<file path="src/tsd_sqrt.sv">
// Pipelined rounded integer square root, one result bit per stage.
module tsd_sqrt #(
    parameter int DW = 36
) (
    input  logic              clk,
    input  logic              en,
    input  logic [DW-1:0]     d,
    input  logic              pos_in,
    input  logic              zero_in,
    output logic [DW/2:0]     root,
    output logic              pos_out,
    output logic              zero_out
);

    localparam int K = DW / 2;

    logic [DW-1:0] n_reg   [0:K];
    logic [DW-1:0] r_reg   [0:K];
    logic          pos_reg [0:K];
    logic          zero_reg[0:K];
    logic [K:0]    root_reg;
    logic          posr_reg, zeror_reg;

    always_ff @(posedge clk)
    begin
        if (en)
        begin
            n_reg[0]    <= d;
            r_reg[0]    <= '0;
            pos_reg[0]  <= pos_in;
            zero_reg[0] <= zero_in;
        end
    end

    for (genvar k = 0; k < K; k++)
    begin : g_root
        localparam logic [DW-1:0] BITV = DW'(1) << (2 * (K - 1 - k));
        logic [DW-1:0] t;
        assign t = r_reg[k] + BITV;
        always_ff @(posedge clk)
        begin
            if (en)
            begin
                if (n_reg[k] >= t)
                begin
                    n_reg[k+1] <= n_reg[k] - t;
                    r_reg[k+1] <= (r_reg[k] >> 1) + BITV;
                end
                else
                begin
                    n_reg[k+1] <= n_reg[k];
                    r_reg[k+1] <= r_reg[k] >> 1;
                end
                pos_reg[k+1]  <= pos_reg[k];
                zero_reg[k+1] <= zero_reg[k];
            end
        end
    end

    always_ff @(posedge clk)
    begin
        if (en)
        begin
            root_reg  <= r_reg[K][K:0] + (K+1)'(n_reg[K] > r_reg[K]);
            posr_reg  <= pos_reg[K];
            zeror_reg <= zero_reg[K];
        end
    end

    assign root     = root_reg;
    assign pos_out  = posr_reg;
    assign zero_out = zeror_reg;

endmodule

</file>
<file path="config.mk">
export PLATFORM = sky130hd
export DESIGN_NAME = tsd_sqrt
export DESIGN_NICKNAME = d
export VERILOG_FILES = /design/src/tsd_sqrt.sv
export SDC_FILE = /design/constraint.sdc
export NUM_CORES = 1
export LEC_CHECK = 0
export BUFFER_PORTS_ARGS = -buffer_cell sky130_fd_sc_hd__buf_2
export CORE_MARGIN = 2
export CORE_UTILIZATION = 45
export DETAILED_ROUTE_END_ITERATION = 10
export GPL_TIMING_DRIVEN = 0
export SETUP_SLACK_MARGIN = 0.15
export SYNTH_ARGS = -nofsm -noshare
export SYNTH_HDL_FRONTEND = slang
export SYNTH_SLANG_ARGS = --single-unit
</file>
<file path="constraint.sdc">
create_clock -name clk -period 3.1 [get_ports clk]
set_input_delay 0.31 -clock clk [delete_from_list [all_inputs] [get_ports clk]]
set_output_delay 0.31 -clock clk [all_outputs]
set_load 0.1 [all_outputs]
</file>
==> run metrics, run 1 <==
drt total wl=between 90 and 100 mm; Syn Area/Cell=about 13 µm²; RSZ-0062 raised after global routing=true; vias per std cell=5.29; CTS tree=built; Clock Tree Buf Depth=3; DP Wirelength=64.7 mm; worst min path class=primary input to flop; Layout Cells excl Fill=4,953; Slew HR=a little over a third; internal cell power=24,600 µW; clock network fraction of total power=about 34%; Register Area=27,400 µm²; Psw=8930 µW; vias in the first global route=around 26,000; Comb power frac=~17%; Synth Area in Adders=under 10%; Wirelength per Cell=between 15 and 20 µm; Leakage=between 0.015 and 0.02 µW; most frequent cells in the layout=edfxtp_1, inv_1, nand2_1; Crit Path Max Fanout=5; Period minus WS final=slightly above 3 ns; sw frac=between 20% and 30%; worst IR drop on VDD=between 0.6 and 0.7 mV; largest stage delay on the critical path=0.41 ns; combinational family with the most area after synthesis=simple AND/OR/NAND/NOR gates; CP Data Required Time=3.52 ns; Design Area, Final=51,300 µm²; area occupied by multi-input gates=around 15,000 µm²; Top FF cell, synth=edfxtp_1; commonest non-fill, non-tap cell in the layout=edfxtp_1; P&R area growth vs syn=20.6%; total of warnings raised by yosys=0; Pwr Total=between 30,000 and 40,000 µW; Synth Net Count=roughly 3,500; worst slew pin tran=0.958 ns; Hold Vio Cnt, Final=0; die area=about 97,000 µm²; CP Cell Sequence=inv_1 > ha_1 > clkbuf_8 > nand4_1 > a211oi_2 > o41ai_4 > nand4b_1 > a21oi_2 > or2_1 > buf_6 > or4_4 > xnor2_1; final net count=just under 4,000; Pwr Density=~650 nW/µm²; Synth Area in Compound Gates=~8.1%; ANT nets after route=0; clk_lat worst skew=between 0.6 and 0.7 ns; # Max-Cap Violations=0; CP endpoint=n_reg[18][26]; clk_skew=around 0.039 ns; Clock Tree Root=clkbuf_16; Simple-Gate Fraction of Synth Area=a little under an eighth; Final setup viols=0; Crit. End Element=flop; # IOs=61; Critical Path AT=3.46 ns; Post-synth EDFFs=around 900; fin util=~55%; Clock transition at path regs=approximately 0.06 ns; number of flip-flops in the largest register=between 600 and 700; initial antenna violation count=0; period utilization=between 90% and 100%; DRT Pass-1 Iters=5; Worst setup SP type=flop; Worst path slowest cell=or4_4; xor-xnor portion of the synthesized cell area=between 6 and 7%; setup slack, reg-to-reg=between 0.05 and 0.06 ns; r2r startpoint=r_reg[17][13]; Global Route Usage Sum=a little under a fifth; drc violations=0; Placed Area=approximately 45,000 µm²; hold_ws=slightly below 0.07 ns; first-pass GRT wire length=between 100 and 150 mm; crit path launch=r_reg[17][13]; Reg2Reg Depth=12; core box area=about 93,000 µm²; die width=between 300 and 400 µm; grt ovf=0; # rows=between 100 and 150; Synth Register Bits=between 900 and 1,000; filler instances=just under 8,000; Die Y-Extent=311 µm; GPL Wtd Cong=around 0.9; Distinct cells, synth=between 70 and 80; Crit Path Class=flop to flop; TritonCTS Sinks=around 900; Initial Util=45.5%; vias post-DR=26,200; pin count of the biggest net entering global routing=85; fin. max-slew vios=0; post-synthesis mux area share=0.592%; Fmax=around 330 MHz; outcome=completed; sequential share of the synthesized area=~65%; total CTS buffers=between 90 and 100; FF-to-FF End=n_reg[18][26]; Sequential Power Share=between 40% and 50%; DR iter-0 viols=1,680; layout cells sized above 1=between 10% and 20%; mapped cell area=around 42,000 µm²; placed cells=4,596; number of diodes=0; PortBufs=60; Async S/R FF share, synth=0%; H-tree Lvls=3; Cells after Synth=approximately 3,300
==> synth_stat cells (all sizes together) (7+ instances only) <==
| library cell | number | area (µm²) |
|---|---|---|
| a21oi | 133 | 669 |
| o21a | 43 | 323 |
| ha | 208 | 2600 |
| and3 | 17 | 111 |
| clkbuf | 64 | 240 |
| o31a | 8 | 70.1 |
| nor4 | 99 | 626 |
| edfxtp | 914 | 27400 |
| nand2 | 232 | 871 |
| a21o | 43 | 323 |
| nor2 | 162 | 608 |
| nor3b | 8 | 65.1 |
| nand4 | 41 | 257 |
| a21boi | 9 | 67.6 |
| nand4b | 15 | 131 |
| nand2b | 41 | 257 |
| o21ai | 191 | 956 |
| o211ai | 11 | 82.6 |
| nor2b | 29 | 181 |
| buf | 15 | 86.3 |
| xor2 | 167 | 1460 |
| or3 | 27 | 169 |
| and2 | 7 | 43.8 |
| o21bai | 12 | 90.1 |
| mux2 | 17 | 191 |
| or4 | 29 | 225 |
| nand3b | 9 | 71.3 |
| or2 | 15 | 93.8 |
| xnor2 | 132 | 1160 |
| a31oi | 13 | 81.3 |
| o31ai | 24 | 180 |
| nor3 | 114 | 571 |
| inv | 252 | 946 |
| nor4b | 15 | 138 |
| a211oi | 21 | 158 |
| nand3 | 58 | 290 |
==> worst min-delay path by stage <==
stage | cells after the start | startpoint | end
final | 1 | en | root[13]
after global placement | 0 | zero_reg[17] | zero_reg[18]
after global routing | 1 | en | zero_out
after CTS | 1 | en | root[13]
after detailed placement | 0 | n_reg[0][13] | n_reg[1][13]
after floorplan | 0 | n_reg[0][0] | n_reg[1][0]
==> power groups by stage <==
stage | Combinational, µW | Sequential [µW] | Clock, µW
2_1_floorplan | 3570 | 16300 | 0
3_3_place_gp | 4620 | 16600 | 0
3_5_place_dp | 4730 | 16600 | 0
4_1_cts | 5190 | 16300 | 11700
5_1_grt | 6330 | 16500 | 12200
6_report | 5710 | 16400 | 11500
==> what timing repair did <==
item	in CTS	in global routing
hold endpoints to repair	38	0
resized for setup	179	264
pin swaps	34	75
buffers inserted	57	83
hold buffers	38	0
endpoints found under the setup margin	569	241
cloned	2	5
==> metal layers <==
metal  up-vias  part of all wire [%]  track usage (%)
met2       507                    50             31.5
met4         0                   2.9             6.10
met5         -                     0                0
met3       164                   3.8             2.42
met1     12700                    43             23.1
li1      12900                     -                -
==> critical path, delay by kind of cell (launching register included) <==
family,cells,cell delay [ns]
and+or+nand+nor,4,1.06
AOI/OAI and AO/OA,3,0.58
DFF,1,0.37
buffers and inverters,3,0.34
adders and majority gates,1,0.30
xor gates and xnor gates,1,0.13
==> area by class of cell <==
cell class | instances | share of cell area [%]
clock buffer | 116 | 4.83
multi-input combinational | 2019 | 29.9
sequential | 914 | 53.5
buffer | 76 | 1.15
timing repair buffer | 261 | 4.35
tap | 1254 | 3.06
clock inverter | 59 | 1.34
inverter | 254 | 1.87
==> logic make-up after synthesis <==
group / Yosys count
AOI/OAI and AO/OA: 556
xor gates and xnor gates: 299
adders and majority gates: 208
buffers and inverters: 333
DFF: 914
muxes: 23
and+or+nand+nor: 933
==> stage by stage <==
stage | TNS [ns] | setup WS [ns]
3_3_place_gp | -3041.11 | -3.78
5_1_grt | -0.00162 | -0.00162
4_1_cts | 0 | 0.0373
2_1_floorplan | 0 | 0.219
3_5_place_dp | -960.52 | -2.87
6_report | 0 | 0.0560
(Power assumes the default switching activity.)
==> run 2, diff against run 1 <==
--- a/config.mk
+++ b/config.mk
@@ -10,6 +10,7 @@
 export CORE_UTILIZATION = 45
 export DETAILED_ROUTE_END_ITERATION = 10
 export GPL_TIMING_DRIVEN = 0
+export RECOVER_POWER = 25
 export SETUP_SLACK_MARGIN = 0.15
 export SYNTH_ARGS = -nofsm -noshare
 export SYNTH_HDL_FRONTEND = slang
==> run metrics, run 2 (synthesized netlist as in run 1, its figures left out) <==
Place WS=-2.87 ns (unchanged); Clock Tree Buf Depth=3 (unchanged); Crit. End Element=flop; Hold Path End=root[13]; fin. max-slew vios=0 (unchanged); most frequent cells in the layout=edfxtp_1, inv_1, nand2_1; ANT nets after route=0 (unchanged); GPL Wtd Cong=0.881 (unchanged); Period minus WS final=3.05 ns (+0.00128 ns); sw frac=26.6% (about the same); period utilization=98.2% (about the same); Crit Path Max Fanout=5 (unchanged); Die Y-Extent=311 µm (unchanged); H-tree Lvls=3 (unchanged); vias in the first global route=25,700 (unchanged); Leakage=0.0193 µW (about the same); Sequential Power Share=48.8% (about the same); Comb power frac=17.0% (about the same); Initial Util=45.5% (unchanged); vias post-DR=26,200 (-0.0076%); Clock Tree Root=clkbuf_16; TritonCTS Sinks=914 (unchanged); CTS tree=built; clk_skew=0.0385 ns (+0.000000600 ns); worst min path class=primary input to flop; die width=311 µm (unchanged); P&R area growth vs syn=20.6% (about the same); PortBufs=60 (unchanged); drt total wl=90.1 mm (about the same); total CTS buffers=95 (unchanged); Clock transition at path regs=0.06 ns (about the same); worst IR drop on VDD=0.609 mV (about the same); FF-to-FF End=n_reg[18][26]; met2 usage=31.5% (unchanged); pin count of the biggest net entering global routing=85 (unchanged); worst hold stages=1 (unchanged); r2r startpoint=r_reg[17][13]; setup slack after layout=0.0548 ns (-0.00128 ns); Layout Cells excl Fill=4,953 (unchanged); outcome=completed; met3 Usage GRT=2.42% (unchanged); grt ovf=0 (unchanged); die area=96,900 µm² (unchanged); Global Route Usage Sum=18.0% (unchanged); filler instances=7,765 (-0.013%); met1 Use GR=23.1% (unchanged); # rows=112 (unchanged); Hold Vio Cnt, Final=0 (unchanged); layout cells sized above 1=18.5% (-0.054 points); Pwr Density=655 nW/µm² (about the same); first-pass GRT wire length=139 mm (unchanged); clk_lat worst skew=0.68 ns (about the same); Wirelength per Cell=18.2 µm (about the same); number of flip-flops in the largest register=684 (unchanged); crit path launch=r_reg[17][13]; setup slack, reg-to-reg=0.05 ns (about the same); # Max-Cap Violations=0 (unchanged); Register Area=27,400 µm² (unchanged); commonest non-fill, non-tap cell in the layout=edfxtp_1; Slew HR=36.1% (about the same); initial antenna violation count=0 (unchanged); Fmax=328 MHz (about the same); CP Data Required Time=3.52 ns (about the same); DP Wirelength=64.7 mm (unchanged); # IOs=61 (unchanged); Worst setup SP type=flop; vias per std cell=5.29 (about the same); DR iter-0 viols=1,680 (unchanged); DRT Pass-1 Iters=7 (+2); GR peak layer=met2; Crit Path Class=flop to flop; drc violations=0 (unchanged); clock network fraction of total power=34.2% (about the same); area occupied by multi-input gates=15,300 µm² (unchanged); internal cell power=24,600 µW (about the same); Psw=8930 µW (about the same); placed cells=4,596 (unchanged); Final setup viols=0 (unchanged); worst slew pin tran=0.958 ns (+0.0000979 ns); number of diodes=0 (unchanged); final net count=3,869 (unchanged); Critical Path AT=3.46 ns (about the same); core box area=93,500 µm² (unchanged); Setup TNS=0 ns (unchanged); RSZ-0062 raised after global routing=true; Reg2Reg Depth=12 (unchanged); HP Start=en
==> run 2: power by group through the flow <==
stage / Clock, µW / Sequential (µW) / Combinational (µW)
after floorplan: 0 / 16300 / 3570
after global placement: 0 / 16600 / 4620
after detailed placement: 0 / 16600 / 4730
after CTS: 11700 / 16300 / 5190
after global routing: 12200 / 16500 / 6320
final: 11500 / 16400 / 5710
==> run 2: per-stage QoR <==
step / power (µW) / util (%) / hold slack [ns] / cell area, µm²
finish: 33600 / 54.8 / 0.0673 / 51300
global route: 35000 / 54.8 / 0.0533 / 51300
CTS: 33300 / 52.9 / 0.0237 / 49500
detailed placement: 21300 / 47.8 / 0.405 / 44700
global placement: 21200 / 47.5 / 0.401 / 44400
floorplan: 19800 / - / 0.400 / 42500
==> run 2: routing by layer <==
metal | share of wire (%) | routed length (µm)
met3 | 3.8 | 3440
met5 | 0 | 0
met2 | 50 | 45000
met1 | 43 | 39000
met4 | 2.9 | 2650
==> run 2: worst max-delay path by stage <==
stage	end	slack [ns]	cells after the start
4_1_cts	n_reg[15][27]	0.04	9
5_1_grt	n_reg[18][26]	-0.002	11
3_5_place_dp	n_reg[16][14]	-2.87	10
3_3_place_gp	n_reg[16][14]	-3.78	9
2_1_floorplan	n_reg[10][21]	0.22	8
6_report	n_reg[18][26]	0.05	12
==> run 2: layout make-up <==
class                      instances  share of cell area [%]
buffer                            76                    1.15
clock buffer                     116                    4.83
clock inverter                    59                    1.34
inverter                         254                    1.87
multi-input combinational       2019                    29.9
sequential                       914                    53.5
tap                             1254                    3.06
timing repair buffer             261                    4.35
==> run 2: what timing repair did <==
action	CTS	global route
gates resized for setup	179	264
pin swaps	34	75
hold buffers	38	0
buffers inserted	57	83
endpoints found under the setup margin	569	241
hold endpoints to repair	38	0
gates cloned	2	5
==> run 2: worst max-delay path, cell delays in order (launching register included) <==
cell      delay, ns
edfxtp_1       0.37
inv_1          0.06
ha_1           0.30
clkbuf_8       0.13
nand4_1        0.25
a211oi_2       0.32
o41ai_4        0.18
nand4b_1       0.15
a21oi_2        0.08
or2_1          0.25
buf_6          0.15
or4_4          0.41
xnor2_1        0.13
==> run 3, diff against run 2 <==
--- a/config.mk
+++ b/config.mk
@@ -7,10 +7,11 @@
 export LEC_CHECK = 0
 export BUFFER_PORTS_ARGS = -buffer_cell sky130_fd_sc_hd__buf_2
 export CORE_MARGIN = 2
-export CORE_UTILIZATION = 45
+export CORE_UTILIZATION = 55
 export DETAILED_ROUTE_END_ITERATION = 10
 export GPL_TIMING_DRIVEN = 0
-export RECOVER_POWER = 25
+export PLACE_DENSITY = 0.74
+export REMOVE_ABC_BUFFERS = 1
 export SETUP_SLACK_MARGIN = 0.15
 export SYNTH_ARGS = -nofsm -noshare
 export SYNTH_HDL_FRONTEND = slang
==> run metrics, run 3 (synthesized netlist as in run 1, its figures left out) <==
commonest non-fill, non-tap cell in the layout=edfxtp_1; vias per std cell=5.68 (+7.3%); worst min path class=primary input to flop; met1 Use GR=21.4% (-1.6 points); Clock Tree Root=clkbuf_16; clk_skew=0.0324 ns (-0.00607 ns); Clock transition at path regs=0.06 ns (about the same); Initial Util=55.8% (+10 points); vias in the first global route=26,700 (+3.8%); RSZ-0062 raised after global routing=true; Layout Cells excl Fill=4,610 (-6.9%); layout cells sized above 1=16.5% (-2.0 points); GR peak layer=met2; HP Start=en; TritonCTS Sinks=914 (unchanged); worst slew pin tran=0.777 ns (-0.182 ns); Global Route Usage Sum=21.9% (+3.9 points); Crit Path Max Fanout=7 (+2); placed cells=4,289 (-6.7%); die area=79,500 µm² (-18%); core box area=76,200 µm² (-18%); ANT nets after route=0 (unchanged); # rows=101 (-9.8%); drc violations=0 (unchanged); hold_ws=0.0337 ns (-0.0335 ns); DRT Pass-1 Iters=5 (-2); CTS tree=built; period utilization=97.0% (-1.2 points); grt ovf=0 (unchanged); met3 Usage GRT=3.21% (+0.78 points); DP Wirelength=57.2 mm (-12%); number of flip-flops in the largest register=684 (unchanged); fin. max-slew vios=0 (unchanged); Crit Path Class=flop to flop; Hold Vio Cnt, Final=0 (unchanged); worst IR drop on VDD=0.558 mV (-8.4%); drt total wl=88.3 mm (-2.0%); Wirelength per Cell=19.1 µm (+5.3%); worst hold stages=1 (unchanged); Fmax=333 MHz (+1.3%); P&R area growth vs syn=17.8%; PortBufs=60 (unchanged); Hold Path End=n_reg[7][29]; pin count of the biggest net entering global routing=140 (+65%); # Max-Cap Violations=0 (unchanged); CP Data Required Time=3.49 ns (-0.03 ns); most frequent cells in the layout=edfxtp_1, inv_1, nand2_1; Reg2Reg Depth=8 (-4); Die Y-Extent=282 µm (-9.4%); Clock Tree Buf Depth=3 (unchanged); total CTS buffers=89 (-6.3%); # IOs=61 (unchanged); DR iter-0 viols=1,609 (-4.2%); final net count=3,756 (-2.9%); FF-to-FF End=n_reg[15][27]; Final setup viols=0 (unchanged); Critical Path AT=3.40 ns (-0.06 ns); H-tree Lvls=3 (unchanged); Pwr Density=655 nW/µm² (about the same); Pwr Total=32,800 µW (-2.3%); setup slack, reg-to-reg=0.09 ns (+0.04 ns); Period minus WS final=3.01 ns (-0.0383 ns); r2r startpoint=n_reg[14][30]; Crit. End Element=flop; vias post-DR=26,200 (-0.18%); Setup TNS=0 ns (unchanged); fin util=65.7% (+11 points); met2 usage=43.5% (+12 points); Leakage=0.0187 µW (-3.3%); clk_lat worst skew=0.65 ns (-0.03 ns); outcome=completed; Slew HR=47.8% (+12 points); Worst setup SP type=flop; first-pass GRT wire length=136 mm (-2.4%); die width=282 µm (-9.4%); initial antenna violation count=0 (unchanged); GPL Wtd Cong=0.900 (+2.1%)
## run 3: cell types whose count changed in the layout (fill, tap and decap cells not counted), moves of 14 or more
cell,delta
ha_2,+14
o21ai_0,+17
buf_4,-38
ha_1,-14
clkbuf_2,-32
buf_12,-17
clkbuf_1,-21
## run 3: repair_timing
item                                    CTS  global route
endpoints found under the setup margin  346           210
hold buffers                             38             0
gates resized for setup                 136           171
buffers inserted                         52            57
endpoints found under the hold margin    38             0
gates cloned                              8             3
pin swaps                                36            53
## run 3: power breakdown
| group | leakage, µW | switching (µW) | internal, µW |
|---|---|---|---|
| clock | 0.00147 | 4680 | 6330 |
| sequential | 0.00877 | 968 | 15300 |
| combinational | 0.00842 | 3070 | 2390 |
| total | 0.0187 | 8720 | 24100 |
## run 3: worst max-delay path, stage by stage (launching register included)
cell	delay (ns)
edfxtp_1	0.39
or4_4	0.55
or3_4	0.36
nor3b_4	0.34
nand3_2	0.16
or4_4	0.47
and3_4	0.27
nand3b_1	0.13
xnor2_1	0.08
## run 3: through the flow
step	area [µm²]	worst slack [ns]
finish	50100	0.0931
global route	50100	0.0329
CTS	48700	0.0673
detailed placement	44100	-2.27
global placement	43800	-23.09
floorplan	42200	-0.722
## run 3: how the worst max path moves through the flow
stage / startpoint / endpoint
finish: n_reg[14][30] / n_reg[15][27]
CTS: n_reg[14][30] / n_reg[15][29]
global route: n_reg[14][30] / n_reg[15][27]
global placement: en / n_reg[13][31]
floorplan: n_reg[12][18] / n_reg[13][35]
detailed placement: en / n_reg[16][30]
## run 3: layout make-up
cell class | count | area [µm²]
fillers | 5223 | 26100
clock inverters | 64 | 747
multi-input cells | 2026 | 15400
repair buffers | 223 | 1930
flip-flops and latches | 914 | 27400
clock buffers | 98 | 2260
diodes | 1 | 2.50
well taps | 1030 | 1290
inverters | 254 | 972
## run 3: metal layers
| metal | up-vias | part of all wire (%) |
|---|---|---|
| met4 | 0 | 5.3 |
| li1 | 12600 | - |
| met5 | - | 0 |
| met1 | 12700 | 35 |
| met2 | 625 | 56 |
| met3 | 244 | 3.6 |
